==> config.mk <==
export PLATFORM = sky130hd
export DESIGN_NAME = running_mean_variance_core_flat
export DESIGN_NICKNAME = d
export VERILOG_FILES = /design/src/sv/rmv_pkg.sv /design/src/sv/rmv_if.sv /design/src/sv/rmv_div.sv /design/src/sv/running_mean_variance_core.sv /design/src/flat_wrapper.sv
export SDC_FILE = /design/constraint.sdc
export NUM_CORES = 2
export LEC_CHECK = 0
export BUFFER_PORTS_ARGS = -buffer_cell sky130_fd_sc_hd__buf_2
export CORE_MARGIN = 4
export CORE_UTILIZATION = 40
export DETAILED_ROUTE_END_ITERATION = 6
export GPL_TIMING_DRIVEN = 0
export PLACE_DENSITY_LB_ADDON = 0.08
export SYNTH_ARGS = -nofsm -noshare
export SYNTH_HDL_FRONTEND = slang
export SYNTH_SLANG_ARGS = --single-unit
==> constraint.sdc <==
create_clock -name clk_i -period 14.85 [get_ports clk_i]
set_clock_uncertainty 0.1 [all_clocks]
set_input_delay 0.7425 -clock clk_i [delete_from_list [all_inputs] [get_ports clk_i]]
set_output_delay 0.7425 -clock clk_i [all_outputs]
set_load 0.1 [all_outputs]
==> src/sv/rmv_pkg.sv <==
// Package for the running mean and variance core: field widths, defaults,
// microcode types and the control program. No dependencies.
package rmv_pkg;

  localparam int SAMPLE_WIDTH_DEF  = 32;
  localparam int COUNT_WIDTH_DEF   = 32;
  localparam int FRACTION_BITS_DEF = 16;

  localparam int SAMPLE_W    = 32;
  localparam int COUNT_OUT_W = 32;
  localparam int MEAN_W      = 48;
  localparam int SQ_W        = 64;
  localparam int VAR_W       = 64;
  localparam int QUO_W       = 64;
  localparam int HALF_W      = 32;
  localparam int PROD_W      = 128;
  localparam int SHAMT_W     = 7;

  localparam int PC_W = 4;

  localparam logic [PC_W-1:0] STEP_FETCH  = 4'd0;
  localparam logic [PC_W-1:0] STEP_CHECK  = 4'd1;
  localparam logic [PC_W-1:0] STEP_DIFF   = 4'd2;
  localparam logic [PC_W-1:0] STEP_WAIT_Q = 4'd3;
  localparam logic [PC_W-1:0] STEP_MEAN   = 4'd4;
  localparam logic [PC_W-1:0] STEP_DIFF2  = 4'd5;
  localparam logic [PC_W-1:0] STEP_MUL0   = 4'd6;
  localparam logic [PC_W-1:0] STEP_MUL1   = 4'd7;
  localparam logic [PC_W-1:0] STEP_MUL2   = 4'd8;
  localparam logic [PC_W-1:0] STEP_MUL3   = 4'd9;
  localparam logic [PC_W-1:0] STEP_ACC    = 4'd10;
  localparam logic [PC_W-1:0] STEP_REPORT = 4'd11;
  localparam logic [PC_W-1:0] STEP_WAIT_V = 4'd12;
  localparam logic [PC_W-1:0] STEP_OUT    = 4'd13;

  typedef enum logic [3:0] {
    OP_NONE,
    OP_LOAD,
    OP_CHECK,
    OP_DIFF,
    OP_MEAN,
    OP_DIFF2,
    OP_MUL,
    OP_ACC,
    OP_VAR,
    OP_OUT
  } op_e;

  typedef enum logic [2:0] {
    C_NEXT,
    C_ALWAYS,
    C_NO_INPUT,
    C_FULL,
    C_DIV_BUSY,
    C_LOW_COUNT,
    C_OUT_BUSY
  } cond_e;

  typedef enum logic [1:0] {
    MUL_LL,
    MUL_LH,
    MUL_HL,
    MUL_HH
  } mul_e;

  typedef struct packed {
    op_e             op;
    cond_e           cond;
    mul_e            mul_sel;
    logic            last;
    logic [PC_W-1:0] target;
  } ctrl_t;

  function automatic ctrl_t prog_word(input logic [PC_W-1:0] pc);
    ctrl_t w;
    w = '{op: OP_NONE, cond: C_NEXT, mul_sel: MUL_LL, last: 1'b0, target: STEP_FETCH};
    case (pc)
      STEP_FETCH: begin
        w.op     = OP_LOAD;
        w.cond   = C_NO_INPUT;
        w.target = STEP_FETCH;
      end
      STEP_CHECK: begin
        w.op     = OP_CHECK;
        w.cond   = C_FULL;
        w.target = STEP_REPORT;
      end
      STEP_DIFF:   w.op = OP_DIFF;
      STEP_WAIT_Q: begin
        w.cond   = C_DIV_BUSY;
        w.target = STEP_WAIT_Q;
      end
      STEP_MEAN:   w.op = OP_MEAN;
      STEP_DIFF2:  w.op = OP_DIFF2;
      STEP_MUL0: begin
        w.op      = OP_MUL;
        w.mul_sel = MUL_LL;
      end
      STEP_MUL1: begin
        w.op      = OP_MUL;
        w.mul_sel = MUL_LH;
      end
      STEP_MUL2: begin
        w.op      = OP_MUL;
        w.mul_sel = MUL_HL;
      end
      STEP_MUL3: begin
        w.op      = OP_MUL;
        w.mul_sel = MUL_HH;
      end
      STEP_ACC:    w.op = OP_ACC;
      STEP_REPORT: begin
        w.op     = OP_VAR;
        w.cond   = C_LOW_COUNT;
        w.target = STEP_OUT;
      end
      STEP_WAIT_V: begin
        w.cond   = C_DIV_BUSY;
        w.target = STEP_WAIT_V;
      end
      STEP_OUT: begin
        w.op     = OP_OUT;
        w.cond   = C_OUT_BUSY;
        w.target = STEP_OUT;
        w.last   = 1'b1;
      end
      default: begin
        w.cond   = C_ALWAYS;
        w.target = STEP_FETCH;
      end
    endcase
    return w;
  endfunction

endpackage

==> src/sv/rmv_if.sv <==
// Valid/ready channel interfaces for the running mean and variance core.
// Depends on rmv_pkg for the payload widths.
interface rmv_sample_if;
  logic                         valid;
  logic                         ready;
  logic [rmv_pkg::SAMPLE_W-1:0] sample;
  logic                         restart;

  modport source (output valid, sample, restart, input ready);
  modport sink (input valid, sample, restart, output ready);
endinterface

interface rmv_stat_if;
  logic                            valid;
  logic                            ready;
  logic [rmv_pkg::COUNT_OUT_W-1:0] sample_count;
  logic [rmv_pkg::MEAN_W-1:0]      running_mean;
  logic [rmv_pkg::VAR_W-1:0]       sample_variance;
  logic                            variance_valid;
  logic                            count_full;

  modport source (output valid, sample_count, running_mean, sample_variance,
                  variance_valid, count_full, input ready);
  modport sink (input valid, sample_count, running_mean, sample_variance,
                variance_valid, count_full, output ready);
endinterface

==> src/sv/rmv_div.sv <==
// Radix-2 restoring divider, one quotient bit per cycle, shared by the core.
// Depends on rmv_pkg for the quotient width.
module rmv_div #(
  parameter int DIVISOR_W = rmv_pkg::COUNT_WIDTH_DEF
) (
  input  logic                      clk_i,
  input  logic                      rst_ni,
  input  logic                      start_i,
  input  logic [rmv_pkg::QUO_W-1:0] dividend_i,
  input  logic [DIVISOR_W-1:0]      divisor_i,
  output logic                      busy_o,
  output logic [rmv_pkg::QUO_W-1:0] quotient_o
);

  localparam int QW    = rmv_pkg::QUO_W;
  localparam int CNT_W = $clog2(QW + 1);

  logic [CNT_W-1:0]     cnt_q;
  logic [DIVISOR_W-1:0] rem_q;
  logic [DIVISOR_W-1:0] dsr_q;
  logic [QW-1:0]        quo_q;
  logic [DIVISOR_W:0]   rem_sh;
  logic [DIVISOR_W:0]   rem_sub;
  logic                 qbit;
  logic [DIVISOR_W-1:0] rem_d;

  assign busy_o     = (cnt_q != '0);
  assign quotient_o = quo_q;

  always_comb begin
    rem_sh  = {rem_q, quo_q[QW-1]};
    rem_sub = rem_sh - {1'b0, dsr_q};
    qbit    = (rem_sh >= {1'b0, dsr_q});
    rem_d   = qbit ? rem_sub[DIVISOR_W-1:0] : rem_sh[DIVISOR_W-1:0];
  end

  always_ff @(posedge clk_i or negedge rst_ni) begin
    if (!rst_ni) begin
      cnt_q <= '0;
    end else if (start_i) begin
      cnt_q <= CNT_W'(QW);
    end else if (busy_o) begin
      cnt_q <= cnt_q - CNT_W'(1);
    end
  end

  always_ff @(posedge clk_i) begin
    if (start_i) begin
      rem_q <= '0;
      quo_q <= dividend_i;
      dsr_q <= divisor_i;
    end else if (busy_o) begin
      rem_q <= rem_d;
      quo_q <= {quo_q[QW-2:0], qbit};
    end
  end

endmodule

==> src/sv/running_mean_variance_core.sv <==
// Running mean and sample variance of one series of timing samples (Welford update).
// Depends on rmv_pkg, rmv_if.sv (rmv_sample_if, rmv_stat_if) and rmv_div.
//
// Usage:
//   samp_i carries one sample and a restart flag per transaction; restart clears
//   count, mean and sum of squares before that sample is taken. stat_o returns
//   one result per accepted sample: count, mean (FRACTION_BITS fraction bits),
//   sample variance (2*FRACTION_BITS fraction bits), variance_valid and count_full.
//   A microcode program steps through a small datapath with one shared
//   one-bit-per-cycle divider that forms a 64-bit quotient for the mean
//   update and another for the variance. The statistics update is skipped
//   when the count is full, and the variance division while the count is below two.
//   samp_i.ready is high only in the fetch step, so one item is in flight at a
//   time; the next is taken the cycle after the result is registered.
//   If stat_o stalls, the result register holds and the program waits at the
//   output step; an item already accepted still runs to that step.
//   Reset clears the statistics, the result valid flag and the program counter.
module running_mean_variance_core #(
  parameter int SAMPLE_WIDTH  = rmv_pkg::SAMPLE_WIDTH_DEF,
  parameter int COUNT_WIDTH   = rmv_pkg::COUNT_WIDTH_DEF,
  parameter int FRACTION_BITS = rmv_pkg::FRACTION_BITS_DEF
) (
  input  logic          clk_i,
  input  logic          rst_ni,
  rmv_sample_if.sink    samp_i,
  rmv_stat_if.source    stat_o
);

  localparam int CW     = COUNT_WIDTH;
  localparam int MW     = rmv_pkg::MEAN_W;
  localparam int SQW    = rmv_pkg::SQ_W;
  localparam int QW     = rmv_pkg::QUO_W;
  localparam int HW     = rmv_pkg::HALF_W;
  localparam int PW     = rmv_pkg::PROD_W;
  localparam int SV_W   = (SAMPLE_WIDTH < rmv_pkg::SAMPLE_W) ? SAMPLE_WIDTH
                                                              : rmv_pkg::SAMPLE_W;
  localparam int XW     = SV_W + FRACTION_BITS;
  localparam int DW     = (XW > MW) ? XW : MW;
  localparam logic [CW-1:0] COUNT_MAX = {CW{1'b1}};
  localparam logic [MW-1:0] MEAN_MAX  = {MW{1'b1}};

  logic [rmv_pkg::PC_W-1:0] pc_q;
  logic [rmv_pkg::PC_W-1:0] pc_d;
  rmv_pkg::ctrl_t           cw;
  logic                     jump;

  logic [XW-1:0]  x_q;
  logic [CW-1:0]  count_q;
  logic [MW-1:0]  mean_q;
  logic [SQW-1:0] ss_q;
  logic           full_q;
  logic           lt_q;
  logic [DW-1:0]  d_q;
  logic [DW-1:0]  d2_q;
  logic [PW-1:0]  acc_q;

  logic                      out_valid_q;
  logic [rmv_pkg::COUNT_OUT_W-1:0] cnt_out_q;
  logic [MW-1:0]             mean_out_q;
  logic [rmv_pkg::VAR_W-1:0] var_out_q;
  logic                      vv_out_q;
  logic                      full_out_q;

  logic          accept;
  logic          out_busy;
  logic          count_is_full;
  logic          low_count;
  logic [XW-1:0] x_new;
  logic [DW-1:0] x_ext;
  logic [DW-1:0] m_ext;
  logic          x_lt_m;
  logic [DW-1:0] d_abs;
  logic [DW-1:0] q_step;
  logic [DW:0]   sum_up;
  logic [MW-1:0] mean_up;
  logic [MW-1:0] mean_dn;
  logic [QW-1:0] a64;
  logic [QW-1:0] b64;
  logic [HW-1:0] ha;
  logic [HW-1:0] hb;
  logic [rmv_pkg::SHAMT_W-1:0] shamt;
  logic [2*HW-1:0] pp;
  logic [PW-1:0]   pp_sh;
  logic [SQW-1:0]  prod_sat;
  logic [SQW:0]    ss_sum;

  logic          div_start;
  logic [QW-1:0] div_dividend;
  logic [CW-1:0] div_divisor;
  logic          div_busy;
  logic [QW-1:0] div_quo;

  assign cw            = rmv_pkg::prog_word(pc_q);
  assign samp_i.ready  = (pc_q == rmv_pkg::STEP_FETCH);
  assign accept        = samp_i.valid && samp_i.ready;
  assign out_busy      = out_valid_q && !stat_o.ready;
  assign count_is_full = (count_q == COUNT_MAX);
  assign low_count     = (count_q < CW'(2));

  always_comb begin
    case (cw.cond)
      rmv_pkg::C_NEXT:      jump = 1'b0;
      rmv_pkg::C_ALWAYS:    jump = 1'b1;
      rmv_pkg::C_NO_INPUT:  jump = !samp_i.valid;
      rmv_pkg::C_FULL:      jump = count_is_full;
      rmv_pkg::C_DIV_BUSY:  jump = div_busy;
      rmv_pkg::C_LOW_COUNT: jump = low_count;
      rmv_pkg::C_OUT_BUSY:  jump = out_busy;
      default:              jump = 1'b0;
    endcase
    if (jump) begin
      pc_d = cw.target;
    end else if (cw.last) begin
      pc_d = rmv_pkg::STEP_FETCH;
    end else begin
      pc_d = pc_q + rmv_pkg::PC_W'(1);
    end
  end

  always_comb begin
    x_new   = XW'(samp_i.sample[SV_W-1:0]) << FRACTION_BITS;
    x_ext   = DW'(x_q);
    m_ext   = DW'(mean_q);
    x_lt_m  = (x_ext < m_ext);
    d_abs   = x_lt_m ? (m_ext - x_ext) : (x_ext - m_ext);
    q_step  = div_quo[DW-1:0];
    sum_up  = {1'b0, m_ext} + {1'b0, q_step};
    mean_up = (sum_up[DW:MW] != '0) ? MEAN_MAX : sum_up[MW-1:0];
    mean_dn = mean_q - q_step[MW-1:0];
  end

  always_comb begin
    a64 = QW'(d_q);
    b64 = QW'(d2_q);
    case (cw.mul_sel)
      rmv_pkg::MUL_LL: begin
        ha    = a64[HW-1:0];
        hb    = b64[HW-1:0];
        shamt = rmv_pkg::SHAMT_W'(0);
      end
      rmv_pkg::MUL_LH: begin
        ha    = a64[HW-1:0];
        hb    = b64[QW-1:HW];
        shamt = rmv_pkg::SHAMT_W'(HW);
      end
      rmv_pkg::MUL_HL: begin
        ha    = a64[QW-1:HW];
        hb    = b64[HW-1:0];
        shamt = rmv_pkg::SHAMT_W'(HW);
      end
      rmv_pkg::MUL_HH: begin
        ha    = a64[QW-1:HW];
        hb    = b64[QW-1:HW];
        shamt = rmv_pkg::SHAMT_W'(2 * HW);
      end
      default: begin
        ha    = '0;
        hb    = '0;
        shamt = '0;
      end
    endcase
    pp       = ha * hb;
    pp_sh    = PW'(pp) << shamt;
    prod_sat = (acc_q[PW-1:SQW] != '0) ? {SQW{1'b1}} : acc_q[SQW-1:0];
    ss_sum   = {1'b0, ss_q} + {1'b0, prod_sat};
  end

  always_comb begin
    div_start    = 1'b0;
    div_dividend = QW'(d_abs);
    div_divisor  = count_q;
    case (cw.op)
      rmv_pkg::OP_DIFF: div_start = 1'b1;
      rmv_pkg::OP_VAR: begin
        div_start    = !low_count;
        div_dividend = ss_q;
        div_divisor  = count_q - CW'(1);
      end
      default: ;
    endcase
  end

  rmv_div #(
    .DIVISOR_W (CW)
  ) u_rmv_div (
    .clk_i      (clk_i),
    .rst_ni     (rst_ni),
    .start_i    (div_start),
    .dividend_i (div_dividend),
    .divisor_i  (div_divisor),
    .busy_o     (div_busy),
    .quotient_o (div_quo)
  );

  always_ff @(posedge clk_i or negedge rst_ni) begin
    if (!rst_ni) begin
      pc_q        <= rmv_pkg::STEP_FETCH;
      count_q     <= '0;
      mean_q      <= '0;
      ss_q        <= '0;
      full_q      <= 1'b0;
      out_valid_q <= 1'b0;
    end else begin
      pc_q <= pc_d;
      case (cw.op)
        rmv_pkg::OP_LOAD: begin
          if (accept && samp_i.restart) begin
            count_q <= '0;
            mean_q  <= '0;
            ss_q    <= '0;
          end
        end
        rmv_pkg::OP_CHECK: begin
          full_q <= count_is_full;
          if (!count_is_full) begin
            count_q <= count_q + CW'(1);
          end
        end
        rmv_pkg::OP_MEAN: mean_q <= lt_q ? mean_dn : mean_up;
        rmv_pkg::OP_ACC:  ss_q   <= ss_sum[SQW] ? {SQW{1'b1}} : ss_sum[SQW-1:0];
        default: ;
      endcase
      if (cw.op == rmv_pkg::OP_OUT && !out_busy) begin
        out_valid_q <= 1'b1;
      end else if (stat_o.ready) begin
        out_valid_q <= 1'b0;
      end
    end
  end

  always_ff @(posedge clk_i) begin
    case (cw.op)
      rmv_pkg::OP_LOAD: begin
        if (accept) begin
          x_q <= x_new;
        end
      end
      rmv_pkg::OP_DIFF: begin
        d_q  <= d_abs;
        lt_q <= x_lt_m;
      end
      rmv_pkg::OP_DIFF2: begin
        d2_q  <= d_abs;
        acc_q <= '0;
      end
      rmv_pkg::OP_MUL: acc_q <= acc_q + pp_sh;
      rmv_pkg::OP_OUT: begin
        if (!out_busy) begin
          cnt_out_q  <= rmv_pkg::COUNT_OUT_W'(count_q);
          mean_out_q <= mean_q;
          var_out_q  <= low_count ? '0 : div_quo;
          vv_out_q   <= !low_count;
          full_out_q <= full_q;
        end
      end
      default: ;
    endcase
  end

  assign stat_o.valid           = out_valid_q;
  assign stat_o.sample_count    = cnt_out_q;
  assign stat_o.running_mean    = mean_out_q;
  assign stat_o.sample_variance = var_out_q;
  assign stat_o.variance_valid  = vv_out_q;
  assign stat_o.count_full      = full_out_q;

endmodule

==> src/flat_wrapper.sv <==
// flat-port wrapper written by rule: the top's interface ports become plain ports
module running_mean_variance_core_flat 
#(
  parameter int SAMPLE_WIDTH  = rmv_pkg::SAMPLE_WIDTH_DEF,
  parameter int COUNT_WIDTH   = rmv_pkg::COUNT_WIDTH_DEF,
  parameter int FRACTION_BITS = rmv_pkg::FRACTION_BITS_DEF
)
  (clk_i, rst_ni, samp_i_valid, samp_i_sample, samp_i_restart, samp_i_ready, stat_o_valid, stat_o_sample_count, stat_o_running_mean, stat_o_sample_variance, stat_o_variance_valid, stat_o_count_full, stat_o_ready);
  rmv_sample_if samp_i_i ();
  rmv_stat_if stat_o_i ();
  input  logic clk_i;
  input  logic rst_ni;
  input wire logic [$bits(samp_i_i.valid)-1:0] samp_i_valid;
  input wire logic [$bits(samp_i_i.sample)-1:0] samp_i_sample;
  input wire logic [$bits(samp_i_i.restart)-1:0] samp_i_restart;
  output wire logic [$bits(samp_i_i.ready)-1:0] samp_i_ready;
  output wire logic [$bits(stat_o_i.valid)-1:0] stat_o_valid;
  output wire logic [$bits(stat_o_i.sample_count)-1:0] stat_o_sample_count;
  output wire logic [$bits(stat_o_i.running_mean)-1:0] stat_o_running_mean;
  output wire logic [$bits(stat_o_i.sample_variance)-1:0] stat_o_sample_variance;
  output wire logic [$bits(stat_o_i.variance_valid)-1:0] stat_o_variance_valid;
  output wire logic [$bits(stat_o_i.count_full)-1:0] stat_o_count_full;
  input wire logic [$bits(stat_o_i.ready)-1:0] stat_o_ready;
  assign samp_i_i.valid = samp_i_valid;
  assign samp_i_i.sample = samp_i_sample;
  assign samp_i_i.restart = samp_i_restart;
  assign samp_i_ready = samp_i_i.ready;
  assign stat_o_valid = stat_o_i.valid;
  assign stat_o_sample_count = stat_o_i.sample_count;
  assign stat_o_running_mean = stat_o_i.running_mean;
  assign stat_o_sample_variance = stat_o_i.sample_variance;
  assign stat_o_variance_valid = stat_o_i.variance_valid;
  assign stat_o_count_full = stat_o_i.count_full;
  assign stat_o_i.ready = stat_o_ready;
  running_mean_variance_core #(.SAMPLE_WIDTH(SAMPLE_WIDTH), .COUNT_WIDTH(COUNT_WIDTH), .FRACTION_BITS(FRACTION_BITS)) u_core (.clk_i(clk_i), .rst_ni(rst_ni), .samp_i(samp_i_i), .stat_o(stat_o_i));
endmodule
==> reports/metrics.csv <==
metric;value;unit
Yosys reg bits;688;
CP arrival;14.90;ns
crit path kind;flip-flop to flip-flop;
largest fanout on the critical path;10;
Post-Syn Instances;9603;
Worst Hold Class;primary input to flip-flop;
Row Count;167;
TritonCTS clock tree;built;
post-synthesis cell area;83700;um^2
CP max-delay cell;fa_1;
pwr dens;47.8;nW/um^2
Synth Area in Adders;31.3;%
DR vias/cell;5.71;
post-synthesis sequential area ratio;23.4;%
reg2reg end;u_core.acc_q[127];
Initial Utilization;40.3;%
Avg WL per Cell;26.5;um
Core ar.;208000;um^2
final cell count without fillers;12800;
commonest non-fill, non-tap cells in the layout;nor2_1, inv_1, nand2_1;
Reg-to-Reg Start;u_core.pc_q[3];
maximum clock rate;68.9;MHz
vias in the first global route;72500;
largest vdd supply drop;0.0934;mV
global route overflow;0;
hold path startpoint;samp_i_sample[1];
largest family of logic cells by synthesized area;adder cells;
Cells after DPL;12600;
Die Y;465;um
Tcrit/Tclk final;97.8;%
Final ANT Viol Nets;0;
worst min-delay path endpoint;u_core.x_ext[17];
Clock Sink Count;688;
drt total wl;339000;um
Total GRT Usage;30.7;%
clock buffer depth;3;
R2R cell count;44;
Ys Warns;0;
global-route wire length before repair;495000;um
nets@finish;11500;
Final Hold Fails;0;
Hold Path Depth;1;
most frequent CP cell;fa_1;
clk slew on worst S/H paths;0.06;ns
share of cells above drive strength 1;6.74;%
Post-synth EDFFs;499;
Inserted Clock Buffers;86;
fillcell total;20800;
Die Wd;465;um
Pins Over Slew Limit;0;
predominant post-synthesis flop cell;edfxtp_1;
most common cell after layout, fill and taps aside;nor2_1;
Mapped Nets;11200;
routability cong.;0.997;
deepest level of the CTS H-tree;3;
share of cell area taken by muxes after synthesis;1.48;%
Worst-Margin Slew;1.43;ns
Die Area;217000;um^2
Critical Path RT;15.23;ns
synth unique cells;111;
fin util;44.5;%
Crit path largest cell delay;0.64;ns
DRC viols;0;
flop2flop setup slack;0.33;ns
Root Driver;clkbuf_16;
Setup crit start kind;flip-flop;
Worst slew margin;3.18;%
Post-Synth XOR/XNOR Area;4.05;%
status;finished clean;
drt pass-1 iters;6;
largest net degree at the start of global routing;100;
number of placed I/O pins;185;
# setup viols final;0;
initial drt markers;6660;
Vias;73000;
P&R area growth vs syn;10.5;%
initial antenna violation count;15;
clk_lat worst skew;0.76;ns
endpoint type of the worst setup path;flip-flop;
fin crit period;14.52;ns
port bufs;184;
Post-Synth Simple-Gate Area;16.7;%
FFs w/ async S/R, synth;22.8;%
leakage power;0.0424;uW
# Max-Cap Violations;0;
Syn Area/Cell;8.71;um^2
compound-cell area share of the yosys netlist;15.3;%
HPWL after detailed placement;283000;um
==> cell families after synthesis <==
family,after synthesis
and+or+nand+nor,3153
AOI/OAI and AO/OA,1993
buffers and inverters,1711
adders and majority gates,1550
DFF,688
xor gates and xnor gates,387
muxes,121
==> flip-flops by register name (all words and copies together) (netlist names), 7 cells and up <==
register and flops:
u_core.acc_q 128, u_core.u_rmv_div.quotient_o 64, u_core.u_rmv_div.rem_q 32, u_core.m_ext 48, u_core.stat_o.sample_variance 64, u_core.d_q 48
u_core.u_rmv_div.cnt_q 7, u_core.stat_o.sample_count 32, u_core.ss_q 64, u_core.x_ext 32, u_core.stat_o.running_mean 48, u_core.u_rmv_div.dsr_q 32
u_core.d2_q 48, u_core.count_q 32
==> per-layer routing <==
| metal | routed length [um] | GRT usage, % | share of wire [%] | vias up |
|---|---|---|---|---|
| li1 | - | - | - | 32900 |
| met1 | 152000 | 43.8 | 45 | 36800 |
| met2 | 147000 | 47.0 | 43 | 2835 |
| met3 | 28700 | 6.52 | 8.5 | 458 |
| met4 | 11100 | 9.15 | 3.3 | 4 |
| met5 | 24 | 0 | 0.0071 | - |
==> stage by stage <==
step	TNS, ns	setup slack [ns]	hold WS (ns)	instance area, um^2	total power, uW
6_report	0	0.332	0.0864	92500	4420
5_1_grt	-0.0133	-0.0133	0.0474	92400	4550
4_1_cts	0	0.00267	0.0402	92200	4470
3_5_place_dp	-182.78	-3.05	0.335	88600	2100
3_3_place_gp	-356.41	-3.22	0.335	88100	2100
2_1_floorplan	0	2.74	0.323	83700	2080
==> what timing repair did <==
| action | 4_1_cts | 5_1_grt |
|---|---|---|
| pin swaps | 1 | 1 |
| gates cloned | 0 | 0 |
| setup buffers | 2 | 8 |
| gates resized for setup | 126 | 135 |
| setup endpoints to repair | 96 | 50 |
| hold buffers | 1 | 0 |
| endpoints found under the hold margin | 58 | 0 |
==> final cells by class <==
class | count | area (um^2) | area share, %
clock inverter | 54 | 870 | 0.940
antenna | 9 | 22.5 | 0.0244
inverter | 1179 | 4430 | 4.79
tap | 2788 | 3490 | 3.77
multi-input combinational | 7204 | 58000 | 62.8
sequential | 688 | 19600 | 21.1
buffer | 525 | 2290 | 2.48
timing repair buffer | 223 | 1500 | 1.62
clock buffer | 107 | 2270 | 2.46
==> critical path: cells and delay by family, from the launching register on <==
kind / cells / cell delay, ns
multiplexers: 2 / 1.05
flip-flops: 1 / 0.45
AO/OA/AOI/OAI: 9 / 2.76
XOR/XNOR: 2 / 0.33
buffers and inverters: 7 / 1.35
AND/OR/NAND/NOR: 14 / 3.12
adder cells (fa/ha/maj): 10 / 5.02
==> cells in the mapped netlist, types with 46 or more instances <==
cell	instances	area share, %
a211oi_1	64	0.57
a21o_1	210	1.9
a21oi_1	691	4.1
a31oi_1	91	0.68
and2_1	83	0.62
clkbuf_1	457	2.0
dfrtp_1	157	4.7
edfxtp_1	499	18
fa_1	902	22
ha_1	648	9.7
inv_1	1173	5.3
mux2i_1	100	1.2
nand2_1	966	4.3
nand2b_1	124	0.93
nand3_1	155	0.93
nand4_1	134	1.0
nor2_1	1245	5.6
nor2b_1	65	0.49
nor3_1	139	0.83
nor4_1	62	0.46
o21a_1	49	0.44
o21ai_0	313	1.9
o21bai_1	122	1.1
or3_1	46	0.34
xnor2_1	230	2.4
xor2_1	157	1.6
==> how the worst max path moves through the flow <==
stage / slack, ns / endpoint / startpoint / cells after the start
6_report: 0.33 / u_core.acc_q[127] / u_core.pc_q[3] / 44
5_1_grt: -0.01 / u_core.acc_q[121] / u_core.pc_q[3] / 47
4_1_cts: 0.003 / u_core.acc_q[110] / u_core.pc_q[3] / 45
3_5_place_dp: -3.05 / u_core.acc_q[116] / u_core.pc_q[3] / 42
3_3_place_gp: -3.22 / u_core.acc_q[103] / u_core.pc_q[3] / 43
2_1_floorplan: 2.74 / u_core.acc_q[121] / u_core.pc_q[3] / 45
==> power by group <==
| part | internal [uW] | switching (uW) | total, uW |
|---|---|---|---|
| Sequential | 2040 | 0.0000000000000156 | 2040 |
| Combinational | 4.54 | 13.4 | 17.9 |
| Clock | 1400 | 965 | 2370 |
Note: power is estimated with default switching activity, not from simulation.
